$ cat src/rtl/rcpqv_pkg.sv
package rcpqv_pkg;

  localparam int unsigned WidthW = 16;
  localparam int unsigned TimeW  = 32;
  localparam int unsigned VolW   = 8;
  localparam int unsigned CfgIdxW = 3;
  localparam int unsigned CfgW   = 16;

  // register indexes
  localparam logic [CfgIdxW-1:0] REG_MAX_SPREAD  = 3'd0;
  localparam logic [CfgIdxW-1:0] REG_MAP_IN_LOW  = 3'd1;
  localparam logic [CfgIdxW-1:0] REG_MAP_IN_HIGH = 3'd2;
  localparam logic [CfgIdxW-1:0] REG_VOLUME_MAX  = 3'd3;
  localparam logic [CfgIdxW-1:0] REG_GATE_LOW    = 3'd4;
  localparam logic [CfgIdxW-1:0] REG_GATE_HIGH   = 3'd5;

  // register reset values
  localparam logic [WidthW-1:0] RST_MAX_SPREAD  = 16'd4;
  localparam logic [WidthW-1:0] RST_MAP_IN_LOW  = 16'd1174;
  localparam logic [WidthW-1:0] RST_MAP_IN_HIGH = 16'd1864;
  localparam logic [VolW-1:0]   RST_VOLUME_MAX  = 8'd48;
  localparam logic [WidthW-1:0] RST_GATE_LOW    = 16'd1100;
  localparam logic [WidthW-1:0] RST_GATE_HIGH   = 16'd2000;

  localparam logic [WidthW-1:0] ERR_SAT = 16'hFFFF;

  // window tracker status towards the sequencer
  typedef struct packed {
    logic              done;
    logic [WidthW-1:0] first_width;
    logic [WidthW-1:0] run_min;
    logic [WidthW-1:0] run_max;
  } win_stat_t;

endpackage

$ cat src/rtl/rcpqv_window.sv
module rcpqv_window
  import rcpqv_pkg::*;
#(
  parameter int unsigned WINDOW_LEN = 16
) (
  input  logic             clk_i,
  input  logic             rst_ni,
  input  logic             step_i,
  input  logic             level_i,
  input  logic [TimeW-1:0] time_i,
  output win_stat_t        stat_o
);

  localparam int unsigned CntW = $clog2(WINDOW_LEN + 1);

  logic              high_q;
  logic [TimeW-1:0]  rise_q;
  logic [CntW-1:0]   cnt_q;
  logic [WidthW-1:0] first_q, min_q, max_q;
  logic [TimeW-1:0]  diff;
  logic [WidthW-1:0] width;
  logic              fall;
  logic              done;

  assign diff  = time_i - rise_q;
  assign width = diff[WidthW-1:0];
  assign fall  = step_i && !level_i && high_q;
  assign done  = fall && (cnt_q == CntW'(WINDOW_LEN - 1));

  always_ff @(posedge clk_i or negedge rst_ni) begin
    if (!rst_ni) begin
      high_q <= 1'b0;
      rise_q <= '0;
      cnt_q  <= '0;
    end else if (step_i) begin
      if (level_i) begin
        if (!high_q) begin
          high_q <= 1'b1;
          rise_q <= time_i;
        end
      end else if (high_q) begin
        high_q <= 1'b0;
        cnt_q  <= done ? '0 : cnt_q + 1'b1;
      end
    end
  end

  // window contents, only read once the window has filled
  always_ff @(posedge clk_i) begin
    if (fall) begin
      if (cnt_q == '0) begin
        first_q <= width;
        min_q   <= width;
        max_q   <= width;
      end else begin
        if (width < min_q) min_q <= width;
        if (width > max_q) max_q <= width;
      end
    end
  end

  assign stat_o.done        = done;
  assign stat_o.first_width = first_q;
  assign stat_o.run_min     = min_q;
  assign stat_o.run_max     = max_q;

endmodule

$ cat src/rtl/rcpqv_div.sv
module rcpqv_div
  import rcpqv_pkg::*;
(
  input  logic                   clk_i,
  input  logic                   rst_ni,
  input  logic                   start_i,
  input  logic [WidthW+VolW-1:0] dividend_i,
  input  logic [WidthW-1:0]      divisor_i,
  output logic                   done_o,
  output logic [VolW-1:0]        quot_o
);

  // restoring divider, one quotient bit per cycle; the caller guarantees
  // the quotient fits in VolW bits
  localparam int unsigned DW   = WidthW + VolW;
  localparam int unsigned CntW = $clog2(VolW + 1);

  logic [DW-1:0]   rem_q, dvs_q;
  logic [VolW-1:0] quot_q;
  logic [CntW-1:0] cnt_q;
  logic            busy_q, done_q;
  logic [DW:0]     trial;
  logic            fits;

  assign trial = {1'b0, rem_q} - {1'b0, dvs_q};
  assign fits  = !trial[DW];

  always_ff @(posedge clk_i or negedge rst_ni) begin
    if (!rst_ni) begin
      busy_q <= 1'b0;
      done_q <= 1'b0;
      cnt_q  <= '0;
    end else begin
      done_q <= busy_q && (cnt_q == CntW'(1));
      if (start_i) begin
        busy_q <= 1'b1;
        cnt_q  <= CntW'(VolW);
      end else if (busy_q) begin
        cnt_q <= cnt_q - 1'b1;
        if (cnt_q == CntW'(1)) busy_q <= 1'b0;
      end
    end
  end

  always_ff @(posedge clk_i) begin
    if (start_i) begin
      rem_q  <= dividend_i;
      dvs_q  <= DW'(divisor_i) << (VolW - 1);
      quot_q <= '0;
    end else if (busy_q) begin
      if (fits) rem_q <= trial[DW-1:0];
      quot_q <= {quot_q[VolW-2:0], fits};
      dvs_q  <= dvs_q >> 1;
    end
  end

  assign done_o = done_q;
  assign quot_o = quot_q;

endmodule

$ cat src/rtl/rc_pulse_qualify_volume_map_unit.sv
// RC servo pulse qualifier with volume map.
// Input channel (in_valid_i / in_stall_o): one transaction per pin change,
// carrying the pin level and a free running microsecond timestamp. A rise
// stores the start time, a fall yields a 16-bit width that joins a window
// of WINDOW_LEN widths with running min and max.
// Output channel (out_valid_o / out_stall_i): one transaction per full
// window: accepted flag, first width, gate flag, volume, mute and the
// saturating reject count. Other events produce nothing.
// Sequence: an event that does not close a window passes through PROC and
// back to IDLE. A closing event goes on to JUDGE and FINISH, by way of DIV
// when the window is accepted and in gate and its first width lands strictly
// inside the map range; the compare-subtract divider then runs its 8 steps,
// one quotient bit per cycle. in_stall_o is high while an event is in work.
// The result sits in an output register; while the receiver stalls it is
// held and the next events are still taken, up to the next window close,
// which waits for the output register to free.
// Configuration: cfg_we_i / cfg_idx_i / cfg_data_i, write only, used while
// idle. Reset restores the register defaults, empties the window, clears
// the reject count and drops out_valid_o.
module rc_pulse_qualify_volume_map_unit
  import rcpqv_pkg::*;
#(
  parameter int unsigned WINDOW_LEN = 16
) (
  input  logic               clk_i,
  input  logic               rst_ni,
  input  logic               in_valid_i,
  output logic               in_stall_o,
  input  logic               in_pin_level_i,
  input  logic [TimeW-1:0]   in_time_us_i,
  output logic               out_valid_o,
  input  logic               out_stall_i,
  output logic               out_accepted_o,
  output logic [WidthW-1:0]  out_pulse_width_o,
  output logic               out_in_gate_o,
  output logic [VolW-1:0]    out_volume_o,
  output logic               out_mute_o,
  output logic [WidthW-1:0]  out_error_total_o,
  input  logic               cfg_we_i,
  input  logic [CfgIdxW-1:0] cfg_idx_i,
  input  logic [CfgW-1:0]    cfg_data_i
);

  localparam logic [2:0] ST_IDLE   = 3'd0;
  localparam logic [2:0] ST_PROC   = 3'd1;
  localparam logic [2:0] ST_JUDGE  = 3'd2;
  localparam logic [2:0] ST_DIV    = 3'd3;
  localparam logic [2:0] ST_FINISH = 3'd4;

  // configuration
  logic [WidthW-1:0] spread_lim_q, map_lo_q, map_hi_q, gate_lo_q, gate_hi_q;
  logic [VolW-1:0]   vmax_q;

  always_ff @(posedge clk_i or negedge rst_ni) begin
    if (!rst_ni) begin
      spread_lim_q <= RST_MAX_SPREAD;
      map_lo_q     <= RST_MAP_IN_LOW;
      map_hi_q     <= RST_MAP_IN_HIGH;
      vmax_q       <= RST_VOLUME_MAX;
      gate_lo_q    <= RST_GATE_LOW;
      gate_hi_q    <= RST_GATE_HIGH;
    end else if (cfg_we_i) begin
      unique case (cfg_idx_i)
        REG_MAX_SPREAD:  spread_lim_q <= cfg_data_i;
        REG_MAP_IN_LOW:  map_lo_q     <= cfg_data_i;
        REG_MAP_IN_HIGH: map_hi_q     <= cfg_data_i;
        REG_VOLUME_MAX:  vmax_q       <= cfg_data_i[VolW-1:0];
        REG_GATE_LOW:    gate_lo_q    <= cfg_data_i;
        REG_GATE_HIGH:   gate_hi_q    <= cfg_data_i;
        default: ;
      endcase
    end
  end

  // sequencer
  logic [2:0]        state_q, state_d;
  logic              lvl_q;
  logic [TimeW-1:0]  time_q;
  logic [WidthW-1:0] rej_q, rej_d;
  logic              res_acc_q, res_acc_d;
  logic              res_gate_q, res_gate_d;
  logic [VolW-1:0]   res_vol_q, res_vol_d;
  logic              in_acc;
  logic              out_free;
  win_stat_t         win;
  logic              div_start, div_done;
  logic [VolW-1:0]   div_quot;

  assign in_stall_o = (state_q != ST_IDLE);
  assign in_acc     = in_valid_i && !in_stall_o;
  assign out_free   = !out_valid_o || !out_stall_i;

  rcpqv_window #(
    .WINDOW_LEN(WINDOW_LEN)
  ) u_window (
    .clk_i  (clk_i),
    .rst_ni (rst_ni),
    .step_i (state_q == ST_PROC),
    .level_i(lvl_q),
    .time_i (time_q),
    .stat_o (win)
  );

  // window judgement, all on registered window contents
  logic [WidthW-1:0]      spread, map_diff, map_span;
  logic                   pass, gate, below, above;
  logic [WidthW+VolW-1:0] product;

  assign spread   = win.run_max - win.run_min;
  assign pass     = spread <= spread_lim_q;
  assign gate     = (win.first_width > gate_lo_q) && (win.first_width < gate_hi_q);
  assign below    = win.first_width <= map_lo_q;
  assign above    = win.first_width >= map_hi_q;
  assign map_diff = win.first_width - map_lo_q;
  assign map_span = map_hi_q - map_lo_q;
  assign product  = (WidthW + VolW)'(map_diff) * (WidthW + VolW)'(vmax_q);

  rcpqv_div u_div (
    .clk_i     (clk_i),
    .rst_ni    (rst_ni),
    .start_i   (div_start),
    .dividend_i(product),
    .divisor_i (map_span),
    .done_o    (div_done),
    .quot_o    (div_quot)
  );

  always_comb begin
    state_d    = state_q;
    rej_d      = rej_q;
    res_acc_d  = res_acc_q;
    res_gate_d = res_gate_q;
    res_vol_d  = res_vol_q;
    div_start  = 1'b0;
    unique case (state_q)
      ST_IDLE: begin
        if (in_acc) state_d = ST_PROC;
      end
      ST_PROC: begin
        state_d = win.done ? ST_JUDGE : ST_IDLE;
      end
      ST_JUDGE: begin
        res_acc_d  = pass;
        res_gate_d = pass && gate;
        res_vol_d  = '0;
        state_d    = ST_FINISH;
        if (!pass) begin
          if (rej_q != ERR_SAT) rej_d = rej_q + 1'b1;
        end else if (gate) begin
          if (above && !below) begin
            res_vol_d = vmax_q;
          end else if (!below) begin
            div_start = 1'b1;
            state_d   = ST_DIV;
          end
        end
      end
      ST_DIV: begin
        if (div_done) begin
          res_vol_d = div_quot;
          state_d   = ST_FINISH;
        end
      end
      ST_FINISH: begin
        if (out_free) state_d = ST_IDLE;
      end
      default: state_d = ST_IDLE;
    endcase
  end

  always_ff @(posedge clk_i or negedge rst_ni) begin
    if (!rst_ni) begin
      state_q <= ST_IDLE;
      rej_q   <= '0;
    end else begin
      state_q <= state_d;
      rej_q   <= rej_d;
    end
  end

  always_ff @(posedge clk_i) begin
    if (in_acc) begin
      lvl_q  <= in_pin_level_i;
      time_q <= in_time_us_i;
    end
    res_acc_q  <= res_acc_d;
    res_gate_q <= res_gate_d;
    res_vol_q  <= res_vol_d;
  end

  // output register
  logic              out_valid_q;
  logic              out_acc_q, out_gate_q, out_mute_q;
  logic [WidthW-1:0] out_pw_q, out_err_q;
  logic [VolW-1:0]   out_vol_q;
  logic              load_out;

  assign load_out = (state_q == ST_FINISH) && out_free;

  always_ff @(posedge clk_i or negedge rst_ni) begin
    if (!rst_ni) begin
      out_valid_q <= 1'b0;
    end else if (load_out) begin
      out_valid_q <= 1'b1;
    end else if (!out_stall_i) begin
      out_valid_q <= 1'b0;
    end
  end

  always_ff @(posedge clk_i) begin
    if (load_out) begin
      out_acc_q  <= res_acc_q;
      out_pw_q   <= res_acc_q ? win.first_width : '0;
      out_gate_q <= res_gate_q;
      out_vol_q  <= res_vol_q;
      out_mute_q <= res_gate_q && (res_vol_q == '0);
      out_err_q  <= rej_q;
    end
  end

  assign out_valid_o       = out_valid_q;
  assign out_accepted_o    = out_acc_q;
  assign out_pulse_width_o = out_pw_q;
  assign out_in_gate_o     = out_gate_q;
  assign out_volume_o      = out_vol_q;
  assign out_mute_o        = out_mute_q;
  assign out_error_total_o = out_err_q;

`ifndef SYNTH
  a_div_to_finish: assert property (@(posedge clk_i) disable iff (!rst_ni)
    (state_q == ST_DIV) && div_done |=> (state_q == ST_FINISH))
    else $error("divider result not taken");

  a_reject_clean: assert property (@(posedge clk_i) disable iff (!rst_ni)
    out_valid_o && !out_accepted_o |-> !out_in_gate_o && (out_volume_o == '0)
      && !out_mute_o && (out_pulse_width_o == '0))
    else $error("rejected window carries payload");

  a_mute_zero: assert property (@(posedge clk_i) disable iff (!rst_ni)
    out_valid_o && out_mute_o |-> out_in_gate_o && (out_volume_o == '0))
    else $error("mute with non-zero volume");

  a_vol_bound: assert property (@(posedge clk_i) disable iff (!rst_ni)
    out_valid_o |-> out_volume_o <= vmax_q)
    else $error("volume above limit");

  a_rej_mono: assert property (@(posedge clk_i) disable iff (!rst_ni)
    (state_q != ST_JUDGE) |=> (rej_q == $past(rej_q)))
    else $error("reject count moved outside judgement");
`endif

endmodule

$ cat config.mk
export PLATFORM = sky130hd
export DESIGN_NAME = rc_pulse_qualify_volume_map_unit
export DESIGN_NICKNAME = d
export VERILOG_FILES = /design/src/rtl/rcpqv_pkg.sv /design/src/rtl/rcpqv_window.sv /design/src/rtl/rcpqv_div.sv /design/src/rtl/rc_pulse_qualify_volume_map_unit.sv
export SDC_FILE = /design/constraint.sdc
export NUM_CORES = 1
export LEC_CHECK = 0
export ABC_AREA = 1
export BUFFER_PORTS_ARGS = -buffer_cell sky130_fd_sc_hd__buf_4
export CAP_MARGIN = 10
export CORE_UTILIZATION = 50
export DETAILED_ROUTE_END_ITERATION = 16
export GPL_TIMING_DRIVEN = 0
export PLACE_DENSITY = 0.67
export SETUP_SLACK_MARGIN = 0.4
export SYNTH_ARGS = -nofsm -noshare
export SYNTH_HDL_FRONTEND = slang
export SYNTH_SLANG_ARGS = --single-unit
$ cat constraint.sdc
create_clock -name clk_i -period 7.12 [get_ports clk_i]
set_input_delay 0.356 -clock clk_i [delete_from_list [all_inputs] [get_ports clk_i]]
set_output_delay 0.356 -clock clk_i [all_outputs]
set_load 0.05 [all_outputs]
==> results of run 1 <==
## routing by layer
metal	GRT usage [%]	wire length, um	up-vias
li1	-	-	8888
met5	0	0	-
met2	45.70	28510	429
met1	34.33	25900	8683
met3	2.942	2311	85
met4	7.389	1383	0
## where the power goes
| part | total, mW | switching, mW | leakage, nW | internal, mW |
|---|---|---|---|---|
| logic | 7.76 | 5.06 | 8.74 | 2.71 |
| clock network | 1.80 | 0.737 | 0.563 | 1.06 |
| registers | 2.39 | 0.151 | 3.17 | 2.24 |
| total | 12.0 | 5.95 | 12.5 | 6.01 |
## stage by stage
| stage | area (sq um) | hold slack, ps | power, mW |
|---|---|---|---|
| 2_1_floorplan | 22290 | 60.41 | 7.788 |
| 4_1_cts | 25120 | 1.590 | 11.82 |
| 3_3_place_gp | 23660 | 426.4 | 9.807 |
| 6_report | 25330 | 16.89 | 11.95 |
| 5_1_grt | 25330 | 7.732 | 13.05 |
| 3_5_place_dp | 23760 | 330.2 | 9.957 |
## final cells by class
| cell class | instances | area (sq um) |
|---|---|---|
| inverter | 460 | 1727 |
| clock buffer | 52 | 1084 |
| sequential | 309 | 8477 |
| fill | 3977 | 18220 |
| buffer | 49 | 220.2 |
| tap | 585 | 732.0 |
| clock inverter | 11 | 73.82 |
| timing repair buffer | 122 | 1010 |
| multi-input combinational | 1825 | 12010 |
## repair_timing
| item | CTS | global route |
|---|---|---|
| hold endpoints to repair | 61 | 0 |
| resized for setup | 3 | 18 |
| hold buffers | 17 | 0 |
| setup endpoints to repair | 5 | 8 |
| buffers inserted | 1 | 14 |
| pin swaps | 0 | 7 |
## cell usage after synthesis (3+ instances only)
library cell,n,area share [%]
nand2_1,556,9.4
inv_1,457,7.7
nor2_1,234,3.9
ha_1,228,13
o21ai_0,188,4.2
a21oi_1,169,3.8
edfxtp_1,158,21
dfrtp_1,113,13
nand3_1,91,2.0
fa_1,89,8.0
xor2_1,63,2.5
xnor2_1,35,1.4
clkbuf_1,34,0.57
nor3_1,26,0.58
dfstp_2,23,2.7
nand4_1,21,0.59
o21ai_1,17,0.38
dfxtp_1,15,1.3
o21bai_1,12,0.40
a21o_1,10,0.34
a31oi_1,8,0.22
buf_2,8,0.18
o22ai_1,8,0.22
nand3b_1,7,0.24
nor4_1,7,0.20
o21ai_2,7,0.28
o21a_1,6,0.20
o211ai_1,5,0.17
a21boi_0,4,0.13
and2_1,4,0.11
or2_2,4,0.11
buf_1,3,0.051
buf_6,3,0.15
nand2_2,3,0.084
## cell families after synthesis
logic type,synth area share (%)
AOI/OAI and AO/OA,10.70
xor gates and xnor gates,3.850
adders and majority gates,20.79
buffers and inverters,8.734
DFF,38.03
muxes,0.05051
and+or+nand+nor,17.85
## path summary, 6_finish.rpt
| kind | start | endpoint | cells after the start |
|---|---|---|---|
| setup / recovery | u_window.first_q[6] | u_div.rem_q[22] | 25 |
| min in group asynchronous | rst_ni | u_window.rise_q[3] | 2 |
| hold reg to reg | res_vol_q[3] | out_volume_o[3] | 0 |
| setup reg to reg | u_window.first_q[6] | u_div.rem_q[22] | 25 |
| max in group asynchronous | rst_ni | map_hi_q[10] | 3 |
| hold / removal | in_time_us_i[10] | time_q[10] | 1 |
## cells in the final DEF (no fill, tap or decap), types with 40 or more instances in the layout
master / count
edfxtp_1: 158
ha_1: 226
nand3_1: 91
dfrtp_1: 113
buf_4: 102
xor2_1: 58
nor2_1: 233
inv_1: 456
a21oi_1: 164
o21ai_0: 187
nand2_1: 554
clkbuf_1: 40
fa_1: 89
==> metrics, run 1 <==
Power Density 471.9 nW/um^2; Clk pin slew, worst setup/hold paths 60 ps; CORE AREA 43550 sq um; CP required 7380 ps; cts bufs inserted 35; DP Wirelength 45.06 mm; post-synthesis register bit count 309; Synth Flop Type edfxtp_1; gr usage total 26.20%; initial core utilization 51.18%; min-delay worst type primary input to flip-flop; CP max FO 6; root buf cell clkbuf_16; Peak VDD IR 474.9 uV; Worst-Margin Slew 1076 ps; Worst Path Class, Setup flip-flop to flip-flop; Post-synth ARST share 44.01%; Final TNS setup 0 ps; number of global-route vias before repair 17980; DRC Markers 0; Final Util 58.16%; Final Skew 30.12 ps; Worst EP arrival 6760 ps; die height 213.1 um; biggest regs u_div.rem_q (24), u_div.dvs_q (23); Post-synth EDFFs 158; crit end category flip-flop; Routed Antenna Nets 0; initial antenna violation count 0; synthesized area per cell 8.434 sq um; number of flip-flops in the largest register 24; pin count of the biggest net entering global routing 92; RSZ-0062 raised after global routing no; minimum clock period 6500 ps; Setup-failing EPs final 0; max_cap viols 0; Clock Tree Buf Depth 3; Post-Syn Instances 2643; full die area 45430 sq um; Clock Latency Late Sink 540 ps; largest register by flop count u_div.rem_q; Hold Vio Cnt, Final 0; delay-heaviest family, CP adder cells; Cell Area, Synth 22290 sq um; Relative slew margins 28.11%; sequential area share after synthesis 38.03%; status complete, no violations; Worst Path Buf+Inv 5; Row Count 76; final wirelength 58.10 mm; GPL Wtd Cong 0.9288; DR iter-0 viols 1222; Clock H-tree levels 2; CTS tree built; ant diodes 0; R2R setup slack 620 ps; via count 18090; pre-CTS setup slack 231.4 ps; First-pass DRT Iterations 5; DR WL/cell 17.02 um; share of cells above drive strength 1 8.557%; crit path max-delay cell type edfxtp_1; Critical Path Start Type flip-flop; input/output buffers 85; period utilization 91.29%; fmax 0.1539 GHz; global-route wire length before repair 92.63 mm; Nets 3176; GRT overflow 0; Slew Limit Fails 0; Die W 213.1 um; Crit path largest cell delay 730 ps; vias per inst 5.299; # IOs 102; Layout area overhead 13.63%; Layout Cells excl Fill 3413; LEAKAGE 12.47 nW; Post-Syn Nets 3017; final worst setup slack 620.3 ps; Placed Cells 3317; Synth cell types 53; clock sinks 309; Yosys Warn Count 0
Power figures use the tool's default switching activity.
==> run 2, diff against run 1 <==
Settings changed: GPL_TIMING_DRIVEN 0 to unset, PLACE_DENSITY 0.67 to 0.7.
Clock period 7.12 ns to 5.9 ns, I/O delays scaled along.
==> metrics, run 2 (same netlist as run 1, synthesis figures left out) <==
status complete, no violations; Worst-Margin Slew 1172 ps (+96.48 ps); most common library cell in the layout ignoring fill and taps nand2_1; Worst Path Class, Setup flip-flop to flip-flop; CP max FO 5 (-1); Critical Path Start Type flip-flop; CP required 6200 ps (-1180 ps); root buf cell clkbuf_16; GPL Wtd Cong 0.9262 (-0.28%); period utilization 98.82% (+7.5 points); DRC Markers 0 (unchanged); ant diodes 0 (unchanged); Clock Tree Buf Depth 3 (unchanged); minimum clock period 5830 ps (-669.6 ps); Clock Latency Late Sink 550 ps (about the same); Nets 3225 (+1.5%); Die W 213.1 um (unchanged); Layout area overhead 19.40%; CTS tree built; RSZ-0062 raised after global routing yes; CORE AREA 43550 sq um (unchanged); dpl cell area 24070 sq um (+1.3%); DR iter-0 viols 1275 (+4.3%); Routed Antenna Nets 0 (unchanged); First-pass DRT Iterations 6 (+1); Filler Cell Count 3788 (-4.8%); global-route wire length before repair 94.93 mm (+2.5%); Finished Cell Area 26620 sq um (+5.1%); Relative slew margins 21.66% (-6.4 points); pin count of the biggest net entering global routing 72 (-22%); # IOs 102 (unchanged); share of cells above drive strength 1 16.16% (+7.6 points); biggest regs u_div.rem_q (24), u_div.dvs_q (23); most frequent cells in the layout 531 x nand2_1, 431 x inv_1, 205 x nor2_1; input/output buffers 85 (unchanged); cts bufs inserted 35 (unchanged); max_cap viols 0 (unchanged); crit path max-delay cell type fa_1; full die area 45430 sq um (unchanged); crit end category flip-flop; Clk pin slew, worst setup/hold paths 60 ps (about the same); initial antenna violation count 0 (unchanged); vias per inst 5.307 (+0.15%); number of global-route vias before repair 18270 (+1.6%); die height 213.1 um (unchanged); Setup-failing EPs final 0 (unchanged); GRT overflow 0 (unchanged); Crit path largest cell delay 540 ps (-190 ps); fmax 0.1715 GHz (+11%); number of flip-flops in the largest register 24 (unchanged); Clock H-tree levels 2 (unchanged); DR WL/cell 17.39 um (+2.2%); largest register by flop count u_div.rem_q; DP Wirelength 46.41 mm (+3.0%); final wirelength 60.23 mm (+3.7%); via count 18380 (+1.6%); initial core utilization 51.18% (unchanged); Hold Vio Cnt, Final 0 (unchanged); Worst EP arrival 6130 ps (-630 ps); min-delay worst type primary input to flip-flop; gr usage total 26.92% (+0.72 points); Row Count 76 (unchanged); Slew Limit Fails 0 (unchanged); clock sinks 309 (unchanged); Final Skew 26.65 ps (-3.468 ps)
==> run 2: path summary, 6_finish.rpt <==
kind,to,startpoint,slack (ps),cells past startpoint
hold / removal,spread_lim_q[3],cfg_data_i[3],130,3
setup / recovery,u_div.rem_q[17],u_window.first_q[1],70,28
min in group asynchronous,u_window.rise_q[3],rst_ni,370,2
hold reg to reg,out_volume_o[3],res_vol_q[3],450,0
setup reg to reg,u_div.rem_q[17],u_window.first_q[1],70,28
max in group asynchronous,map_hi_q[12],rst_ni,4170,3
==> run 2: through the flow <==
stage / utilization [%] / worst slack, ps / cells / hold WS, ps / TNS (ps)
after floorplan: - / 381.2 / 2643 / -0.5911 / 0
after CTS: 59.94 / 296.6 / 3444 / 108.1 / 0
after detailed placement: 55.28 / -164.9 / 3345 / 367.6 / -960.5
final: 61.12 / 69.89 / 3463 / 134.0 / 0
after global routing: 61.12 / -109.6 / 3463 / 147.3 / -262.2
after global placement: 55.28 / -73.52 / 3345 / 360.1 / -161.8
==> run 2: layout make-up <==
cell class | instances | area, sq um | area share (%)
tap | 585 | 732.0 | 2.750
multi-input combinational | 1825 | 12760 | 47.95
inverter | 460 | 1730 | 6.501
clock buffer | 49 | 1031 | 3.873
timing repair buffer | 220 | 1733 | 6.511
sequential | 309 | 8477 | 31.85
clock inverter | 15 | 151.4 | 0.5688
==> run 2: repair_timing <==
| action | in CTS | in global routing |
|---|---|---|
| endpoints found under the setup margin | 16 | 17 |
| pin swaps | 63 | 55 |
| hold buffers | 19 | 0 |
| resized for setup | 116 | 95 |
| endpoints found under the hold margin | 82 | 0 |
| cloned | 0 | 0 |
| setup buffers | 16 | 19 |
==> run 2: metal layers <==
metal | part of all wire, % | wire (um) | global-route usage, %
met1 | 42 | 25550 | 33.79
met2 | 51 | 30690 | 48.16
met3 | 3.6 | 2189 | 2.912
met4 | 3.0 | 1803 | 8.916
met5 | 0 | 0 | 0
==> run 2: critical path: cells and delay by family (launching register included) <==
family	cells	cell delay, ps
xor gates and xnor gates	2	340
buffers and inverters	7	760
adders and majority gates	6	2580
and+or+nand+nor	12	1170
DFF	1	520
AOI/OAI and AO/OA	1	200
Power of run 2 is left out: the tool's default activity adds up to more than one toggle a clock period on the data nets, which glitch-free logic cannot reach.
